### src/rtl/core/radix_base_converter_top_assert.svh
// Assertion macros for the radix base converter.
// Included by radix_base_converter_top.sv; no other dependencies.
`ifndef RADIX_BASE_CONVERTER_TOP_ASSERT_SVH
`define RADIX_BASE_CONVERTER_TOP_ASSERT_SVH

`ifndef ASSERT_OFF
// Same-cycle implication, checked at every rising clock edge outside reset.
`define RBC_ASSERT_IMPL(label, clk, rst, ante, cons) \
  label: assert property (@(posedge clk) disable iff (rst) (ante) |-> (cons)) \
    else $error("radix_base_converter: assertion failed");
// Next-cycle implication, checked at every rising clock edge outside reset.
`define RBC_ASSERT_NEXT(label, clk, rst, ante, cons) \
  label: assert property (@(posedge clk) disable iff (rst) (ante) |=> (cons)) \
    else $error("radix_base_converter: assertion failed");
`else
`define RBC_ASSERT_IMPL(label, clk, rst, ante, cons)
`define RBC_ASSERT_NEXT(label, clk, rst, ante, cons)
`endif

`endif

### src/rtl/core/rbc_pkg.sv
// Shared constants, register indexes and digit helper functions for the
// radix base converter. No dependencies.
package rbc_pkg;

  localparam int ACC_W      = 64;               // accumulator width
  localparam int BASE_W     = 5;                // width of a base register
  localparam int DIG_W      = 4;                // width of one digit value
  localparam int CHAR_W     = 8;                // width of an ASCII character
  localparam int MAX_DIGITS = 64;               // digits kept per conversion
  localparam int ADDR_W     = $clog2(MAX_DIGITS);
  localparam int CNT_W      = 7;                // digit count width
  localparam int DIV_BITS   = 8;                // quotient bits per divider cycle
  localparam int DIV_STEPS  = ACC_W / DIV_BITS; // divider steps per digit
  localparam int STEP_W     = $clog2(DIV_STEPS);
  localparam int CFG_IDX_W  = 8;

  // Configuration register indexes.
  localparam logic [CFG_IDX_W-1:0] REG_SRC_BASE = CFG_IDX_W'(0);
  localparam logic [CFG_IDX_W-1:0] REG_DST_BASE = CFG_IDX_W'(1);

  localparam logic [BASE_W-1:0] BASE_RESET = BASE_W'(10);
  localparam logic [BASE_W-1:0] BASE_MIN   = BASE_W'(2);
  localparam logic [BASE_W-1:0] BASE_MAX   = BASE_W'(16);

  localparam logic [CHAR_W-1:0] CHAR_ZERO  = 8'h30; // '0'
  localparam logic [CHAR_W-1:0] CHAR_NINE  = 8'h39; // '9'
  localparam logic [CHAR_W-1:0] CHAR_A     = 8'h61; // 'a'
  localparam logic [CHAR_W-1:0] CHAR_F     = 8'h66; // 'f'

  // Value of an incoming digit character; anything foreign counts as zero.
  function automatic logic [DIG_W-1:0] char_value(input logic [CHAR_W-1:0] c);
    logic [CHAR_W-1:0] d;
    begin
      d = '0;
      if (c >= CHAR_ZERO && c <= CHAR_NINE) begin
        d = c - CHAR_ZERO;
      end else if (c >= CHAR_A && c <= CHAR_F) begin
        d = c - CHAR_A + CHAR_W'(10);
      end
      return d[DIG_W-1:0];
    end
  endfunction

  // Lower-case ASCII character of a digit value.
  function automatic logic [CHAR_W-1:0] digit_char(input logic [DIG_W-1:0] d);
    logic [CHAR_W-1:0] c;
    begin
      if (d < DIG_W'(10)) begin
        c = CHAR_ZERO + CHAR_W'(d);
      end else begin
        c = CHAR_A + CHAR_W'(d) - CHAR_W'(10);
      end
      return c;
    end
  endfunction

endpackage

### src/rtl/core/rbc_ram.sv
// Generic single-write, single-read RAM with registered read data.
// No dependencies.
module rbc_ram #(
  parameter int WIDTH = 4,
  parameter int DEPTH = 64
) (
  input  logic                     clk,
  input  logic                     we,
  input  logic [$clog2(DEPTH)-1:0] waddr,
  input  logic [WIDTH-1:0]         wdata,
  input  logic [$clog2(DEPTH)-1:0] raddr,
  output logic [WIDTH-1:0]         rdata
);

  logic [WIDTH-1:0] mem [DEPTH];

  // Write port and registered read port.
  always_ff @(posedge clk) begin
    if (we) begin
      mem[waddr] <= wdata;
    end
    rdata <= mem[raddr];
  end

endmodule

### src/rtl/core/rbc_div_unit.sv
// Iterative divider of a 64-bit value by a small base (2 to 16), several
// quotient bits per cycle. Depends on rbc_pkg.
module rbc_div_unit (
  input  logic                      clk,
  input  logic                      rst,
  input  logic                      start,
  input  logic [rbc_pkg::ACC_W-1:0] dividend,
  input  logic [rbc_pkg::BASE_W-1:0] base,
  output logic                      done,
  output logic [rbc_pkg::ACC_W-1:0] quotient,
  output logic [rbc_pkg::DIG_W-1:0] remainder
);
  import rbc_pkg::*;

  logic                busy;
  logic [STEP_W-1:0]   step;
  logic [ACC_W-1:0]    work;
  logic [BASE_W-1:0]   rem;
  logic [BASE_W-1:0]   base_r;
  logic [ACC_W-1:0]    work_next;
  logic [BASE_W-1:0]   rem_next;

  // One restoring step per dividend bit, DIV_BITS steps per cycle. The
  // partial remainder stays below the base, so it fits in BASE_W bits.
  always_comb begin
    logic [BASE_W-1:0]   r;
    logic [BASE_W-1:0]   t;
    logic [DIV_BITS-1:0] q;
    r = rem;
    q = '0;
    for (int i = 0; i < DIV_BITS; i++) begin
      t = {r[BASE_W-2:0], work[ACC_W-1-i]};
      if (t >= base_r) begin
        r = t - base_r;
        q[DIV_BITS-1-i] = 1'b1;
      end else begin
        r = t;
      end
    end
    rem_next  = r;
    work_next = {work[ACC_W-DIV_BITS-1:0], q};
  end

  // Quotient bits shift in from the right as dividend bits leave on the left.
  always_ff @(posedge clk) begin
    if (rst) begin
      busy <= 1'b0;
      done <= 1'b0;
      step <= '0;
    end else begin
      done <= 1'b0;
      if (start) begin
        busy <= 1'b1;
        step <= '0;
      end else if (busy) begin
        step <= step + STEP_W'(1);
        if (step == STEP_W'(DIV_STEPS - 1)) begin
          busy <= 1'b0;
          done <= 1'b1;
        end
      end
    end
  end

  // Datapath registers need no reset.
  always_ff @(posedge clk) begin
    if (start) begin
      work   <= dividend;
      rem    <= '0;
      base_r <= base;
    end else if (busy) begin
      work <= work_next;
      rem  <= rem_next;
    end
  end

  assign quotient  = work;
  assign remainder = rem[DIG_W-1:0];

endmodule

### src/rtl/core/radix_base_converter_top.sv
// Top level of the radix base converter: stream ports, configuration
// registers, accumulator and conversion sequencer.
// Depends on rbc_pkg, rbc_div_unit, rbc_ram and radix_base_converter_top_assert.svh.
`include "radix_base_converter_top_assert.svh"

// Digit characters are taken one per cycle while the block is idle and folded
// into a 64-bit value (value * src_base + digit, modulo 2^64). The request
// marked tlast starts the conversion: a single divider produces the destination
// digits one after another (a load step, then 8 quotient bits per cycle over the
// 64-bit value), and the first digit is offered only once the last digit has
// been produced. Digits are stored in a 64-entry RAM and sent most significant
// first, one at a time, each through a RAM read, an output load and a transfer
// when the sink is ready, the final one with tlast set.
// The input is not ready from the last character until the final digit has
// been taken. Configuration writes are accepted in every cycle; there is no
// memory clearing pass after reset.
module radix_base_converter_top (
  input  logic                          clk,
  input  logic                          rst,
  // Input characters.
  input  logic                          s_tvalid,
  output logic                          s_tready,
  input  logic [7:0]                    s_tdata,   // [7:0] digit_char
  input  logic                          s_tlast,   // last_digit
  // Output characters.
  output logic                          m_tvalid,
  input  logic                          m_tready,
  output logic [7:0]                    m_tdata,   // [7:0] out_char
  output logic                          m_tlast,   // last_out
  // Configuration writes.
  input  logic                          cfg_valid,
  output logic                          cfg_ready,
  input  logic [rbc_pkg::CFG_IDX_W-1:0] cfg_index,
  input  logic [rbc_pkg::BASE_W-1:0]    cfg_data
);
  import rbc_pkg::*;

  typedef enum logic [2:0] {
    S_IDLE,
    S_DIV,
    S_READ,
    S_LOAD,
    S_SHOW
  } state_t;

  state_t                  state;
  logic [BASE_W-1:0]       src_base;
  logic [BASE_W-1:0]       dst_base;
  logic [BASE_W-1:0]       dst_eff;
  logic [ACC_W-1:0]        acc;
  logic [ACC_W+BASE_W-1:0] acc_prod;
  logic [ACC_W-1:0]        acc_next;
  logic [CNT_W-1:0]        n;
  logic [CNT_W-1:0]        n_next;
  logic [ADDR_W-1:0]       idx;
  logic                    in_req;
  logic                    div_start;
  logic                    div_more;
  logic [ACC_W-1:0]        div_dividend;
  logic                    div_done;
  logic [ACC_W-1:0]        div_quot;
  logic [DIG_W-1:0]        div_rem;
  logic                    ram_we;
  logic [DIG_W-1:0]        ram_rdata;

  assign cfg_ready = 1'b1;
  assign s_tready  = (state == S_IDLE);
  assign in_req    = s_tvalid && s_tready;

  // Configuration registers.
  always_ff @(posedge clk) begin
    if (rst) begin
      src_base <= BASE_RESET;
      dst_base <= BASE_RESET;
    end else if (cfg_valid && cfg_ready) begin
      case (cfg_index)
        REG_SRC_BASE: src_base <= cfg_data;
        REG_DST_BASE: dst_base <= cfg_data;
        default: ;
      endcase
    end
  end

  // Destination base limited to the supported range.
  always_comb begin
    if (dst_base < BASE_MIN) begin
      dst_eff = BASE_MIN;
    end else if (dst_base > BASE_MAX) begin
      dst_eff = BASE_MAX;
    end else begin
      dst_eff = dst_base;
    end
  end

  // Horner step: one narrow multiply and one add per character.
  assign acc_prod = acc * src_base;
  assign acc_next = acc_prod[ACC_W-1:0] + ACC_W'(char_value(s_tdata));

  // Divider is started by the final character and restarted while digits remain.
  assign n_next       = n + CNT_W'(1);
  assign div_more     = (div_quot != '0) && (n_next < CNT_W'(MAX_DIGITS));
  assign ram_we       = (state == S_DIV) && div_done;
  assign div_start    = (in_req && s_tlast) || (ram_we && div_more);
  assign div_dividend = (state == S_IDLE) ? acc_next : div_quot;

  rbc_div_unit u_div (
    .clk       (clk),
    .rst       (rst),
    .start     (div_start),
    .dividend  (div_dividend),
    .base      (dst_eff),
    .done      (div_done),
    .quotient  (div_quot),
    .remainder (div_rem)
  );

  // Digit store, least significant digit at address zero.
  rbc_ram #(
    .WIDTH (DIG_W),
    .DEPTH (MAX_DIGITS)
  ) u_store (
    .clk   (clk),
    .we    (ram_we),
    .waddr (n[ADDR_W-1:0]),
    .wdata (div_rem),
    .raddr (idx),
    .rdata (ram_rdata)
  );

  // Sequencer with accumulator, digit count and output register.
  always_ff @(posedge clk) begin
    if (rst) begin
      state    <= S_IDLE;
      acc      <= '0;
      n        <= '0;
      idx      <= '0;
      m_tvalid <= 1'b0;
    end else begin
      case (state)
        S_IDLE: begin
          if (in_req) begin
            if (s_tlast) begin
              acc   <= '0;
              n     <= '0;
              state <= S_DIV;
            end else begin
              acc <= acc_next;
            end
          end
        end
        S_DIV: begin
          if (div_done) begin
            n <= n_next;
            if (!div_more) begin
              idx   <= n[ADDR_W-1:0];
              state <= S_READ;
            end
          end
        end
        S_READ: begin
          state <= S_LOAD;
        end
        S_LOAD: begin
          m_tvalid <= 1'b1;
          state    <= S_SHOW;
        end
        S_SHOW: begin
          if (m_tready) begin
            m_tvalid <= 1'b0;
            if (m_tlast) begin
              state <= S_IDLE;
            end else begin
              idx   <= idx - ADDR_W'(1);
              state <= S_READ;
            end
          end
        end
        default: begin
          state <= S_IDLE;
        end
      endcase
    end
  end

  // Output payload, loaded from the RAM read data.
  always_ff @(posedge clk) begin
    if (state == S_LOAD) begin
      m_tdata <= digit_char(ram_rdata);
      m_tlast <= (idx == '0);
    end
  end

  // Input and output never overlap: one number is handled at a time.
  `RBC_ASSERT_IMPL(a_no_overlap, clk, rst, s_tready, !m_tvalid)
  // The final digit returns the block to accepting characters.
  `RBC_ASSERT_NEXT(a_back_to_idle, clk, rst, m_tvalid && m_tready && m_tlast, s_tready)
  // The divider finishes only while the sequencer waits for it.
  `RBC_ASSERT_IMPL(a_done_in_div, clk, rst, div_done, state == S_DIV)
  // The digit count stays within the store.
  `RBC_ASSERT_IMPL(a_count_range, clk, rst, ram_we, n < CNT_W'(MAX_DIGITS))

endmodule
### config.mk
export PLATFORM = sky130hd
export DESIGN_NAME = radix_base_converter_top
export DESIGN_NICKNAME = d
export VERILOG_FILES = /design/src/rtl/core/rbc_pkg.sv /design/src/rtl/core/rbc_ram.sv /design/src/rtl/core/rbc_div_unit.sv /design/src/rtl/core/radix_base_converter_top.sv
export VERILOG_INCLUDE_DIRS = /design/src /design/src/rtl/core
export SDC_FILE = /design/constraint.sdc
export NUM_CORES = 1
export LEC_CHECK = 0
export BUFFER_PORTS_ARGS = -buffer_cell sky130_fd_sc_hd__buf_2
export CAP_MARGIN = 20
export CORE_AREA = 4 4 266 268
export CTS_BUF_LIST = sky130_fd_sc_hd__clkbuf_4
export DETAILED_ROUTE_END_ITERATION = 8
export DIE_AREA = 0 0 270 272
export HOLD_SLACK_MARGIN = 0.15
export PLACE_DENSITY = 0.69
export SYNTH_ARGS = -nofsm -noshare
export SYNTH_HDL_FRONTEND = slang
export SYNTH_HIERARCHICAL = 1
export SYNTH_SLANG_ARGS = --single-unit
### constraint.sdc
create_clock -name clk -period 11.04 [get_ports clk]
set_input_delay 1.104 -clock clk [delete_from_list [all_inputs] [get_ports clk]]
set_output_delay 1.104 -clock clk [all_outputs]
set_load 0.02 [all_outputs]
==> impl_metrics.toml <==
[run_status]
status = "complete, no violations"

[place]
placedCellCount = 3612
dpl_worst_slack_ns = -0.704
portBuffers = 36
dpl.hpwl_um = 53400
place.gp.congestion = 0.889
placed_cell_area_um2 = 31500

[floorplan]
placementRows = 96
io_pins = 39
die_y_um = 272
die_area_um2 = 73400
core_um2 = 68300
die_x_um = 270
start_util = 0.447

[global_route]
grt_pass1_wl_um = 124000
grt_pass1_vias = 23420
globalRouteOverflowTotal = 0
grt_usage = 0.207
grt_max_degree = 68
antenna_found_initial = 3

[synth]
ys.flop_type = "edfxtp_1"
ys_top_cells_by_count = "nand2_1, edfxtp_1, nor2_1, inv_1, fa_1"
yosysTopAreaCell = "edfxtp_1"
netlist_area_um2 = 30500
yosysMostFrequentCell = "nand2_1"
synth_cell_type_count = 92
synth_cells = 2795
yosys-top-cells-area = "edfxtp_1, fa_1, ha_1"
ys_seq_area_frac = 0.396
async_flop_share = 0
synth_area_per_cell_um2 = 10.9
synth-edff-count = 333
ys_warn_count = 6
synth-seq-cells = 437
yosysTopAreaCellShare = 0.327

[sta]
max_freq_mhz = 92.5
period_needed_ns = 10.81
fin_ws_ns = 0.233
fin_skew_ns = 0.105
fin_crit_sh = 0.979
tightestPinTransition_ns = 1.09
finalMaxSlewViolations = 0
setup_violations = 0
relSlewSlack = 0.272
hold_viol = 0

[job]
cap_violations = 0

[critical_path]
cp_slowest_stage_delay_ns = 0.39
crit_fanout = 10
slowest_stage = "edfxtp_1"
cp.required_ns = 11.75
worst-setup-path-type = "register to register"
cp-end-kind = "register"
crit_top_cell = "ha_1"
crit_family = "compound AO/OA/AOI/OAI gates"
ff2ff_setup_slack_ns = 0.23
cp_num_buf_inv = 7
critical_path_arrival_ns = 11.52
start_kind = "register"

[clocking]
htree_levels = 3
path_clk_slew_ns = 0.06
ctsRootBufferMaster = "clkbuf_4"
cts_buffer_depth = 3
clk-insertion-delay-late_ns = 0.92
cts_buffers = 115
cts_tree = "done"
cts_sinks = 437

[detailed_routing]
totalWireLength_um = 76600
detail-route-antenna-nets = 0
initialDrtViolationCount = 1834
vias = 22267
avgRoutedWirePerCell_um = 19.9
avgViaCountPerCell = 5.78
drc = 0
firstDrtPassIters = 5

[worst_hold_path]
min_path_type = "register to register"

[pwr]
p_per_area_nw_per_um2 = 235
leakagePower_uw = 0.0139
vdd_drop_max_mv = 0.581
power.total_uw = 7880

[final_layout]
synthToLayoutAreaGrowth_pct = 9.94
nFillCells = 6080
fin_nets = 3263
final_area_um2 = 33600
final_cells = 3855
layout-drive-gt1-share = 0.172
[registers in the layout, summed over array words and instances (netlist names), 5 cells and up]
register	count
n	7
idx	6
dst_base	5
src_base	5
u_div/base_r	5
u_store/mem	256
acc	64
u_div/quotient	64
m_tdata	7
[tightest hold or removal path, cell delays in order, from the launching register on]
cell,delay [ns]
dfxtp_1,0.33
nand4_1,0.09
a21oi_1,0.06
[timing repair]
action                     4_1_cts  5_1_grt
hold buffers                     0        0
pin swaps                        9       18
resized for setup               17       31
buffers inserted                14        9
setup endpoints to repair        5        5
[final timing paths]
| path | startpoint | end | depth (start not counted) |
|---|---|---|---|
| setup reg to reg | u_div/base_r[1]$_DFFE_PP_ | u_div/rem[3]$_SDFFE_PP0P_ | 50 |
| setup / recovery | u_div/base_r[1]$_DFFE_PP_ | u_div/rem[3]$_SDFFE_PP0P_ | 50 |
| hold / removal | u_div/done$_SDFF_PP0_ | n[1]$_SDFFE_PP0P_ | 2 |
| hold reg to reg | u_div/done$_SDFF_PP0_ | n[1]$_SDFFE_PP0P_ | 2 |
[layout make-up]
type	count	area, um^2	share of cell area
multi-input cells	2030	17400	0.519
clock inverters	35	210	0.00626
flip-flops and latches	437	12100	0.360
repair buffers	91	614	0.0183
well taps	882	1100	0.0329
clock buffers	183	1370	0.0409
diodes	1	2.50	0.0000745
inverters	196	739	0.0220
[cell families after synthesis]
logic type,after synthesis,share of synthesized area
DFF,437,0.396
buffers and inverters,329,0.0443
AOI/OAI and AO/OA,470,0.104
other,2,0.000246
adders and majority gates,365,0.196
muxes,181,0.0928
xor gates and xnor gates,78,0.0224
and+or+nand+nor,933,0.144
[placed cells by master, fill, tap and decap left out, drive strengths merged, types with 14 or more instances in the layout]
| cell type | instances |
|---|---|
| nand2 | 363 |
| edfxtp | 333 |
| nor2 | 197 |
| inv | 197 |
| fa | 190 |
| clkbuf | 183 |
| ha | 175 |
| and2 | 141 |
| a21oi | 117 |
| dfxtp | 104 |
| mux2 | 96 |
| buf | 90 |
| o21ai | 87 |
| mux4 | 65 |
| xnor2 | 50 |
| nand3 | 40 |
| a21o | 36 |
| a22oi | 34 |
| nor3 | 34 |
| clkinv | 33 |
| nand4 | 30 |
| a22o | 30 |
| xor2 | 28 |
| nand2b | 25 |
| nor4 | 25 |
| nor2b | 21 |
| mux2i | 20 |
| o21a | 19 |
| o21bai | 18 |
| o31ai | 17 |
| or3 | 17 |
| a211oi | 14 |
[metrics by stage]
step | setup TNS [ns] | util | hold slack (ns)
2_1_floorplan | 0 | - | 0.425
3_3_place_gp | 0 | 0.461 | 0.440
3_5_place_dp | -3.29 | 0.461 | 0.464
4_1_cts | 0 | 0.487 | 0.425
5_1_grt | -0.441 | 0.491 | 0.475
6_report | 0 | 0.491 | 0.450
[routing by layer]
metal	routed length, um	track usage	share of wire	up-vias
li1	-	-	-	10185
met1	31700	0.266	0.41	11128
met2	37200	0.349	0.49	759
met3	5030	0.0377	0.066	193
met4	2690	0.0839	0.035	2
met5	8	0.00263	0.00010	-
[where the power goes]
group / switching (uW) / leakage, uW / total, uW / internal (uW)
sequential: 62.0 / 0.00390 / 2070 / 2000
combinational: 2220 / 0.00902 / 4330 / 2120
clock: 717 / 0.000941 / 1480 / 766
total: 2990 / 0.0139 / 7880 / 4890
No activity file was read; power rests on OpenSTA's default activity.
